File: config.mk
export PLATFORM = sky130hd
export DESIGN_NAME = rvc_frame_parser_top
export DESIGN_NICKNAME = d
export VERILOG_FILES = /design/src/rtl/core/rvc_pkg.sv /design/src/rtl/core/rvc_front.sv /design/src/rtl/core/rvc_queue.sv /design/src/rtl/core/rvc_back.sv /design/src/rtl/core/rvc_frame_parser_top.sv
export SDC_FILE = /design/constraint.sdc
export NUM_CORES = 1
export LEC_CHECK = 0
export ABC_AREA = 1
export BUFFER_PORTS_ARGS = -buffer_cell sky130_fd_sc_hd__buf_2
export CORE_ASPECT_RATIO = 0.9
export CORE_MARGIN = 8
export CORE_UTILIZATION = 55
export DETAILED_ROUTE_END_ITERATION = 8
export GPL_TIMING_DRIVEN = 0
export PLACE_DENSITY = 0.73
export SYNTH_ARGS = -nofsm -noshare
export SYNTH_HDL_FRONTEND = slang
export SYNTH_HIERARCHICAL = 1
export SYNTH_SLANG_ARGS = --single-unit
File: constraint.sdc
create_clock -name aclk -period 16.9 [get_ports aclk]
set_input_delay 2.535 -clock aclk [delete_from_list [all_inputs] [get_ports aclk]]
set_output_delay 2.535 -clock aclk [all_outputs]
set_load 0.02 [all_outputs]
File: src/rtl/core/rvc_pkg.sv
// rvc_pkg: shared constants and types for the rvc frame parser
// used by every module of the frame parser; no dependencies
`default_nettype none

package rvc_pkg;

    localparam int WIN_LEN     = 19;
    localparam int FILL_W      = $clog2(WIN_LEN + 1);
    localparam int QUEUE_DEPTH = 2;
    localparam int QPTR_W      = $clog2(QUEUE_DEPTH);
    localparam int QCNT_W      = $clog2(QUEUE_DEPTH + 1);

    localparam logic [7:0] SYNC_BYTE = 8'hAA;

    localparam int IN_DATA_W  = 8;
    localparam int OUT_DATA_W = 120;

    // declared msb first so the packed value matches the m_tdata layout
    typedef struct packed {
        logic        [7:0]  motion_request;
        logic        [7:0]  motion_intent;
        logic signed [15:0] accel_z;
        logic signed [15:0] accel_y;
        logic signed [15:0] accel_x;
        logic signed [15:0] roll;
        logic signed [15:0] pitch;
        logic signed [15:0] yaw;
        logic        [7:0]  frame_index;
    } frame_t;

    typedef struct packed {
        logic full;
        logic empty;
    } queue_status_t;

endpackage

`default_nettype wire

File: src/rtl/core/rvc_front.sv
// rvc_front: byte window, fill count and running checksum; detects frames
// depends on rvc_pkg
`default_nettype none

module rvc_front (
    input  wire logic                            aclk,
    input  wire logic                            aresetn,
    input  wire logic                            byte_valid,
    input  wire logic [7:0]                      byte_data,
    input  wire rvc_pkg::queue_status_t          q_status,
    output logic                                 byte_ready,
    output logic                                 push,
    output rvc_pkg::frame_t                      push_frame
);

    logic [7:0]                 win_reg [rvc_pkg::WIN_LEN];
    logic [rvc_pkg::FILL_W-1:0] fill_reg;
    logic [rvc_pkg::FILL_W-1:0] fill_inc;
    logic [rvc_pkg::FILL_W-1:0] fill_next;
    logic [7:0]                 sum_reg;
    logic [7:0]                 sum_next;
    logic                       accept;
    logic                       hit;

    assign byte_ready = !q_status.full;
    assign accept     = byte_valid && byte_ready;

    // sum of window bytes 2..17 after the shift
    assign sum_next = sum_reg - win_reg[2] + win_reg[rvc_pkg::WIN_LEN-1];

    always_comb begin
        if (fill_reg == rvc_pkg::FILL_W'(rvc_pkg::WIN_LEN)) begin
            fill_inc = fill_reg;
        end else begin
            fill_inc = fill_reg + rvc_pkg::FILL_W'(1);
        end
        hit = (fill_inc == rvc_pkg::FILL_W'(rvc_pkg::WIN_LEN))
              && (win_reg[1] == rvc_pkg::SYNC_BYTE)
              && (win_reg[2] == rvc_pkg::SYNC_BYTE)
              && (sum_next == byte_data);
        fill_next = hit ? '0 : fill_inc;
    end

    // fields taken from the window as it stands after the shift
    always_comb begin
        push_frame.frame_index    = win_reg[3];
        push_frame.yaw            = {win_reg[5],  win_reg[4]};
        push_frame.pitch          = {win_reg[7],  win_reg[6]};
        push_frame.roll           = {win_reg[9],  win_reg[8]};
        push_frame.accel_x        = {win_reg[11], win_reg[10]};
        push_frame.accel_y        = {win_reg[13], win_reg[12]};
        push_frame.accel_z        = {win_reg[15], win_reg[14]};
        push_frame.motion_intent  = win_reg[16];
        push_frame.motion_request = win_reg[17];
    end

    assign push = accept && hit;

    always_ff @(posedge aclk) begin
        if (!aresetn) begin
            fill_reg <= '0;
            sum_reg  <= '0;
            for (int i = 0; i < rvc_pkg::WIN_LEN; i++) begin
                win_reg[i] <= '0;
            end
        end else if (accept) begin
            fill_reg <= fill_next;
            sum_reg  <= sum_next;
            for (int i = 0; i < rvc_pkg::WIN_LEN - 1; i++) begin
                win_reg[i] <= win_reg[i+1];
            end
            win_reg[rvc_pkg::WIN_LEN-1] <= byte_data;
        end
    end

endmodule

`default_nettype wire

File: src/rtl/core/rvc_queue.sv
// rvc_queue: short frame queue between the front and back parts
// depends on rvc_pkg
`default_nettype none

module rvc_queue (
    input  wire logic                   aclk,
    input  wire logic                   aresetn,
    input  wire logic                   push,
    input  wire rvc_pkg::frame_t        push_frame,
    input  wire logic                   pop,
    output rvc_pkg::queue_status_t      status,
    output rvc_pkg::frame_t             head
);

    rvc_pkg::frame_t             mem [rvc_pkg::QUEUE_DEPTH];
    logic [rvc_pkg::QPTR_W-1:0]  wr_ptr_reg;
    logic [rvc_pkg::QPTR_W-1:0]  rd_ptr_reg;
    logic [rvc_pkg::QCNT_W-1:0]  count_reg;
    logic [rvc_pkg::QCNT_W-1:0]  count_next;
    logic                        do_push;
    logic                        do_pop;

    assign status.full  = (count_reg == rvc_pkg::QCNT_W'(rvc_pkg::QUEUE_DEPTH));
    assign status.empty = (count_reg == '0);
    assign do_push      = push && !status.full;
    assign do_pop       = pop && !status.empty;
    assign head         = mem[rd_ptr_reg];

    always_comb begin
        count_next = count_reg;
        if (do_push && !do_pop) begin
            count_next = count_reg + rvc_pkg::QCNT_W'(1);
        end else if (do_pop && !do_push) begin
            count_next = count_reg - rvc_pkg::QCNT_W'(1);
        end
    end

    always_ff @(posedge aclk) begin
        if (do_push) begin
            mem[wr_ptr_reg] <= push_frame;
        end
    end

    always_ff @(posedge aclk) begin
        if (!aresetn) begin
            wr_ptr_reg <= '0;
            rd_ptr_reg <= '0;
            count_reg  <= '0;
        end else begin
            count_reg <= count_next;
            if (do_push) begin
                wr_ptr_reg <= wr_ptr_reg + rvc_pkg::QPTR_W'(1);
            end
            if (do_pop) begin
                rd_ptr_reg <= rd_ptr_reg + rvc_pkg::QPTR_W'(1);
            end
        end
    end

endmodule

`default_nettype wire

File: src/rtl/core/rvc_back.sv
// rvc_back: output register that presents frames on the result channel
// depends on rvc_pkg
`default_nettype none

module rvc_back (
    input  wire logic                              aclk,
    input  wire logic                              aresetn,
    input  wire rvc_pkg::queue_status_t            q_status,
    input  wire rvc_pkg::frame_t                   head,
    output logic                                   pop,
    output logic                                   out_valid,
    input  wire logic                              out_ready,
    output logic [rvc_pkg::OUT_DATA_W-1:0]         out_data
);

    logic            valid_reg;
    logic            valid_next;
    rvc_pkg::frame_t data_reg;

    assign pop        = !q_status.empty && (!valid_reg || out_ready);
    assign valid_next = pop || (valid_reg && !out_ready);
    assign out_valid  = valid_reg;
    assign out_data   = data_reg;

    always_ff @(posedge aclk) begin
        if (pop) begin
            data_reg <= head;
        end
    end

    always_ff @(posedge aclk) begin
        if (!aresetn) begin
            valid_reg <= 1'b0;
        end else begin
            valid_reg <= valid_next;
        end
    end

endmodule

`default_nettype wire

File: src/rtl/core/rvc_frame_parser_top.sv
// path: a frame enters the frame queue at the edge that takes its last byte, and the
// output register then loads it from the queue head and raises m_tvalid
// throughput: one byte per cycle; the front stalls only when the two-entry
// frame queue is full
// reset: synchronous, active low; clears byte window, fill count, checksum, queue and output valid
// rvc_frame_parser_top: top level joining front, frame queue and back
// depends on rvc_pkg, rvc_front, rvc_queue, rvc_back
`default_nettype none

module rvc_frame_parser_top (
    input  wire logic                               aclk,
    input  wire logic                               aresetn,
    input  wire logic                               s_tvalid,
    output logic                                    s_tready,
    input  wire logic [rvc_pkg::IN_DATA_W-1:0]      s_tdata,   // rx_byte
    output logic                                    m_tvalid,
    input  wire logic                               m_tready,
    // frame_index, yaw, pitch, roll, accel_x, accel_y, accel_z,
    // motion_intent, motion_request
    output logic [rvc_pkg::OUT_DATA_W-1:0]          m_tdata
);

    rvc_pkg::queue_status_t q_status;
    rvc_pkg::frame_t        push_frame;
    rvc_pkg::frame_t        head;
    logic                   push;
    logic                   pop;

    rvc_front u_front (
        .aclk       (aclk),
        .aresetn    (aresetn),
        .byte_valid (s_tvalid),
        .byte_data  (s_tdata),
        .q_status   (q_status),
        .byte_ready (s_tready),
        .push       (push),
        .push_frame (push_frame)
    );

    rvc_queue u_queue (
        .aclk       (aclk),
        .aresetn    (aresetn),
        .push       (push),
        .push_frame (push_frame),
        .pop        (pop),
        .status     (q_status),
        .head       (head)
    );

    rvc_back u_back (
        .aclk      (aclk),
        .aresetn   (aresetn),
        .q_status  (q_status),
        .head      (head),
        .pop       (pop),
        .out_valid (m_tvalid),
        .out_ready (m_tready),
        .out_data  (m_tdata)
    );

endmodule

`default_nettype wire

## After elaboration in Yosys (flattened, before gate mapping)

Memory sizes are Yosys's and may differ from the RTL's. A register that Yosys moved wholly into a read port is not among the register bits.
Cells that the tools add are included.

| storage, ports and cells | value |
|---|---|
| output and inout port bits | 122 |
| memories kept | 2 |
| bits in latches | 0 |
| input bits | 12 |
| RAM bits | 392 |
| bits in read-only memories | 0 |
| bits in registers | 18 |
| logic and storage cells | 90 |

Memories:

| name | words | bits a word | read ports | clocked after memory_dff | wr ports | line | RTL |
|---|---|---|---|---|---|---|---|
| u_queue.mem | 2 | 120 | 1 | 1 | 1 | rvc_queue.sv:15 | `rvc_pkg::frame_t mem [rvc_pkg::QUEUE_DEPTH];` |
| u_front.win_reg | 19 | 8 | 18 | 0 | 19 | rvc_front.sv:16 | `logic [7:0] win_reg [rvc_pkg::WIN_LEN];` |

| cells by class | value |
|---|---|
| add/sub/neg operators | 7 |
| multiply operators | 0 |
| shift operators | 0 |
| bitwise logic cells | 19 |
| order comparisons | 0 |
| reduce and logical (&&, ||, !) cells | 21 |
| equality and inequality tests | 6 |
| multiplexer cells | 29 |
| div/mod/pow operators | 0 |

Operators by type and width:

| operator | count |
|---|---|
| $mux 8 | 19 |
| $or 1x1->1 | 19 |
| $eq 8x8->1 const B | 2 |
| $logic_and 1x1->1 | 11 |
| $eq 5x5->1 const B | 2 |
| $mux 5 | 2 |
| $add 8x8->8 | 1 |
| $eq 8x8->1 | 1 |
| $sub 8x8->8 | 1 |
| $logic_not 1->1 | 6 |
| $mux 1 | 6 |
| $add 5x1->5 const B | 1 |
| $mux 2 | 2 |
| $add 1x1->1 const B | 2 |
| $add 2x1->2 const B | 1 |
| $eq 2x2->1 const B | 1 |
| $logic_not 2->1 | 1 |
| $logic_or 1x1->1 | 2 |
| $reduce_bool 2->1 | 1 |
| $sub 2x1->2 const B | 1 |

## Depth between registers and ports, before layout

| logic depth | value |
|---|---|
| depth in word-level cells | 12 |
| depth in mapped cells | 28 |
| mapped depth without buffers | 27 |

## Modules after synthesis

Netlist, hierarchy kept.

By module, submodules not included:

| module | times used | area each (µm²) | seq. area each (µm²) | cells an instance |
|---|---|---|---|---|
| rvc_queue | 1 | 8,933.6 | 7,307.0 | 411 |
| rvc_front | 1 | 7,962.6 | 4,584.4 | 832 |
| rvc_back | 1 | 3,651.0 | 3,623.5 | 126 |

## Worst setup path before layout

No wires, ideal clock.

| timing path | value |
|---|---|
| path kind | input port to flip-flop |
| start point | in m_tready |
| end point | reg u_queue/count_reg[1] (netlist bit) |
| slack | 7.400 ns |
| arrival time | 9.436 ns |
| buffers on the path | 0 |
| data required time | 16.836 ns |
| stages on the path | 11 |
| setup time | 0.064 ns |
| path through | inv_2 -> a21oi_1 -> inv_1 -> nor2_1 -> inv_1 -> ha_1 -> inv_1 -> nand3_1 -> nand2_1 -> inv_1 -> nor2_1 |

| between the ends | value |
|---|---|
| word-level cells in the longest chain between the ends | 6 |
| elaborated cells on any way between the ends | 8 |
| those cells by class | mux: 1; reduce/logical: 7 |

Ends and longest elaborated chain:

| item | line | RTL |
|---|---|---|
| start: declaration | rvc_frame_parser_top.sv:17 | `input wire logic m_tready,` |
| $logic_or 1x1->1 * | rvc_back.sv:20 | `assign pop = !q_status.empty && (!valid_reg \|\| out_ready);` |
| $logic_and 1x1->1 * | rvc_back.sv:20 |  |
| named net pop | rvc_frame_parser_top.sv:27 | `logic pop;` |
| $logic_and 1x1->1 * | rvc_queue.sv:26 | `assign do_pop = pop && !status.empty;` |
| $logic_not 1->1 | rvc_queue.sv:31 | `if (do_push && !do_pop) begin` |
| $logic_and 1x1->1 | rvc_queue.sv:31 |  |
| $mux 2 or $reduce_bool 2->1 (tied branches) | - |  |
| end signal: assignment | rvc_queue.sv:50 | `count_reg <= count_next;` |
| end: declaration | rvc_queue.sv:18 | `logic [rvc_pkg::QCNT_W-1:0] count_reg;` |

Mark *: on every way through the listed nets, which the timed path passes. The rest lies on a longest branch.
A chain may end at the register's enable or synchronous reset.

## Final worst setup path

| timing path | value |
|---|---|
| start point | in s_tdata[0] (netlist bit) |
| end point | mem u_queue/mem[1][47] (netlist bit), enable pin |

| between the ends | value |
|---|---|
| word-level cells in the longest chain between the ends | 6 |

Ends and longest elaborated chain:

| item | line | RTL |
|---|---|---|
| start: declaration | rvc_frame_parser_top.sv:15 | `input wire logic [rvc_pkg::IN_DATA_W-1:0] s_tdata,` |
| $eq 8x8->1 | rvc_front.sv:40 | `&& (sum_next == byte_data);` |
| $logic_and 1x1->1 | rvc_front.sv:40 |  |
| $logic_and 1x1->1 | rvc_front.sv:57 | `assign push = accept && hit;` |
| named net push | rvc_frame_parser_top.sv:26 | `logic push;` |
| $logic_and 1x1->1 | rvc_queue.sv:25 | `assign do_push = push && !status.full;` |
| $mux 1 | rvc_queue.sv:39 | `if (do_push) begin` |
| $mux 1 (implied by the code) | rvc_queue.sv:40 | `mem[wr_ptr_reg] <= push_frame;` |
| end: declaration | rvc_queue.sv:15 |  |

The timed path passes the listed nets, and every way through them passes these cells.

==> metrics.md <==
| Metric | Value |
|---|---|
| Status | complete, no violations |
| Skew final | 0.0165 ns |
| Clk sink count | 523 |
| Register bit total from synthesis | 523 |
| Setup Buffers After CTS | 0 |
| Synth unique cells | 28 |
| Antenna diodes | 0 |
| Period utilization | 29.3% |
| Clock root buffer | clkbuf_16 |
| Commonest non-fill, non-tap cells in the layout | edfxtp_1 (504), inv_1 (211), nor2_1 (161) |
| Dpl hpwl | 23400 um |
| Port Buf Inserts | 133 |
| Sequential share of the synthesized area | 75.5% |
| Remaining global-route overflow | 0 |
| Total Negative Setup Slacks | 0 ns |
| Arr. time, crit path | 5.20 ns |
| CTS buffer count | 51 |
| Cts-stage hold buffer count | 0 |
| Fin. max-slew vios | 0 |
| Starting Density | 55.5% |
| Area taken by multi-input logic gates | 3120 um^2 |
| Commonest non-fill, non-tap cell in the layout | edfxtp_1 |
| Mean area per synthesized cell | 15.0 um^2 |
| Final Util | 64.1% |
| Main combinational cell family by area after synthesis | buffers and inverters |
| Synth Cell Area | 20500 um^2 |
| DRT iter0 DRCs | 799 |
| # IOs | 134 |
| Core area | 37100 um^2 |
| Clk buf depth | 3 |
| Final nets | 1597 |
| Worst-path clk slew | 0.06 ns |
| Post-synth top area cell | edfxtp_1 |
| Die Area | 43800 um^2 |
| Top area cells in the synthesized netlist | edfxtp_1 (74%), mux2_2 (6.6%), buf_4 (4.4%) |
| Pwr dens | 118 nW/um^2 |
| Simple-gate share of the synthesized area | 6.39% |
| Fmax | 202 MHz |
| First-pass GRT wire length | 55400 um |
| Critical Path RT | 17.15 ns |
| # resized after CTS | 0 |
| Total GRT Usage | 16.1% |
| CTS tree | yes |
| CTS HTree Levels | 2 |
| Via count | 10116 |
| Setup crit start kind | input pin |
| Slew of the pin with the lowest slew margin | 0.817 ns |
| Critical hold path startpoint | u_front/sum_reg[0] |
| Post-route ant nets | 0 |
| Pre-antenna DRT Iters | 7 |
| Synth warn | 6 |
| XOR/XNOR share of the synthesized area | 0.171% |
| Die Ht | 199 um |
| Syn Nets | 1398 |
| DR WL/cell | 16.8 um |
| Leakage power | 9.11 nW |
| Adder-Cell Fraction of Synth Area | 1.29% |
| Crit path from | s_tdata[0] |
| Antenna violations before repair | 0 |
| HP Class | flop to flop |
| Max reg flops | 240 |
| Final setup violation count | 0 |
| Mux share of post-synthesis cell area | 6.58% |
| DRC Markers | 0 |
| Minimum clock period | 4.96 ns |
| Largest net degree at the start of global routing | 89 |
| Top cell type's share of synthesized area | 73.7% |
| Area Overhead vs Synth | 15.6% |
| Reg-to-reg startpoint | u_front/win_reg[0][16] |
| Critical Path Sink Type | flop |
| RSZ-0062 raised after global routing | no |
| Final Hold Fails | 0 |
| Fin worst setup slack | 11.94 ns |
| Filler Cells Inserted | 2592 |
| Routability cong. | 0.864 |
| Register Area | 15500 um^2 |
| Post-Route WL | 35100 um |
| # rows | 67 |
| Worst skew pair latency | 0.55 ns |
| Pre-CTS setup slack | 11.36 ns |
| Max_cap viols | 0 |
| Chip width | 220 um |
| DR vias/cell | 4.84 |
| Maximum vdd drop | 0.0845 mV |
| Number of global-route vias before repair | 10477 |
| Crit Path Category | input pin to flop |
| Compound-Gate Fraction of Synth Area | 0.621% |
| Rel. slew slack | 45.0% |
| Synth Instances | 1369 |
| Tot Pwr | 0.00280 W |
| Layout cell share with drive strength beyond 1 | 31.8% |
| CP Max Fanout | 29 |
==> critical path, stage by stage <==
cell and delay (ns):
buf_2 0.10, inv_1 0.04, nand2_1 0.05, nand2_1 0.05
nor2_1 0.12, nand2_1 0.09, nor2_1 0.11, nand4_1 0.09
nor2_1 0.09, nand3_1 0.11, nor2_1 0.10, o21ai_0 0.29
nor2_4 0.63, buf_12 0.30, buf_12 0.22, buf_12 0.21
==> final timing paths <==
kind	to	slack, ns	cells past startpoint
worst max-delay path	u_queue/mem[1][47]	11.94	16
worst max register to register	u_queue/mem[1][47]	12.38	20
worst min-delay path	u_front/sum_reg[0]	0.49	2
worst min register to register	u_front/sum_reg[0]	0.49	2
==> final cells by class <==
type                    instances  area share, %
clock buffers                  69           5.87
flip-flops and latches        523           65.3
well taps                     483           2.54
repair buffers                146           3.96
plain buffers                 150           4.71
multi-input cells             477           13.1
clock inverters                23          0.969
inverters                     219           3.48
==> cell families (layout without fill, tap and decap cells) <==
logic type | after synthesis | count (layout)
XOR/XNOR | 4 | 4
flip-flops | 523 | 523
AO/OA/AOI/OAI | 22 | 22
AND/OR/NAND/NOR | 314 | 314
adder cells (fa/ha/maj) | 17 | 17
buffers and inverters | 369 | 607
multiplexers | 120 | 120
==> power by group <==
group	switching, W	internal (W)	leakage [nW]
sequential	0.0000164	0.00145	5.02
clock	0.000453	0.000639	0.790
combinational	0.000148	0.0000920	3.30
==> layer usage <==
layer | vias up | GRT usage, % | wire length (um)
li1 | 4929 | - | -
met1 | 4934 | 20.9 | 15000
met2 | 204 | 27.8 | 17500
met3 | 49 | 3.27 | 2000
met4 | 0 | 3.66 | 586
met5 | - | 0 | 0
==> metrics by stage <==
stage	std cells	instance area, um^2	hold slack (ns)
CTS	2090	23700	0.490
floorplan	1369	20500	0.435
finish	2090	23700	0.488
global route	2090	23700	0.520
detailed placement	1998	22100	0.473
global placement	1985	21800	0.446
==> Yosys cell counts <==
cell type	number
nor2_1	163
nor2_2	3
xor2_1	3
buf_4	120
o21ai_0	8
o22ai_1	5
inv_1	211
nor2_4	3
dfxtp_1	19
nand3_2	2
buf_6	12
nand3b_1	4
mux2_2	120
nand2_2	10
nor3_1	2
ha_1	10
nand3_1	21
buf_2	12
xnor2_1	1
a21oi_2	1
edfxtp_1	504
inv_2	8
a21oi_1	5
o21bai_1	3
nand4_1	9
nand2_1	97
fa_1	7
clkbuf_1	6
Power figures use the tool's default switching activity.
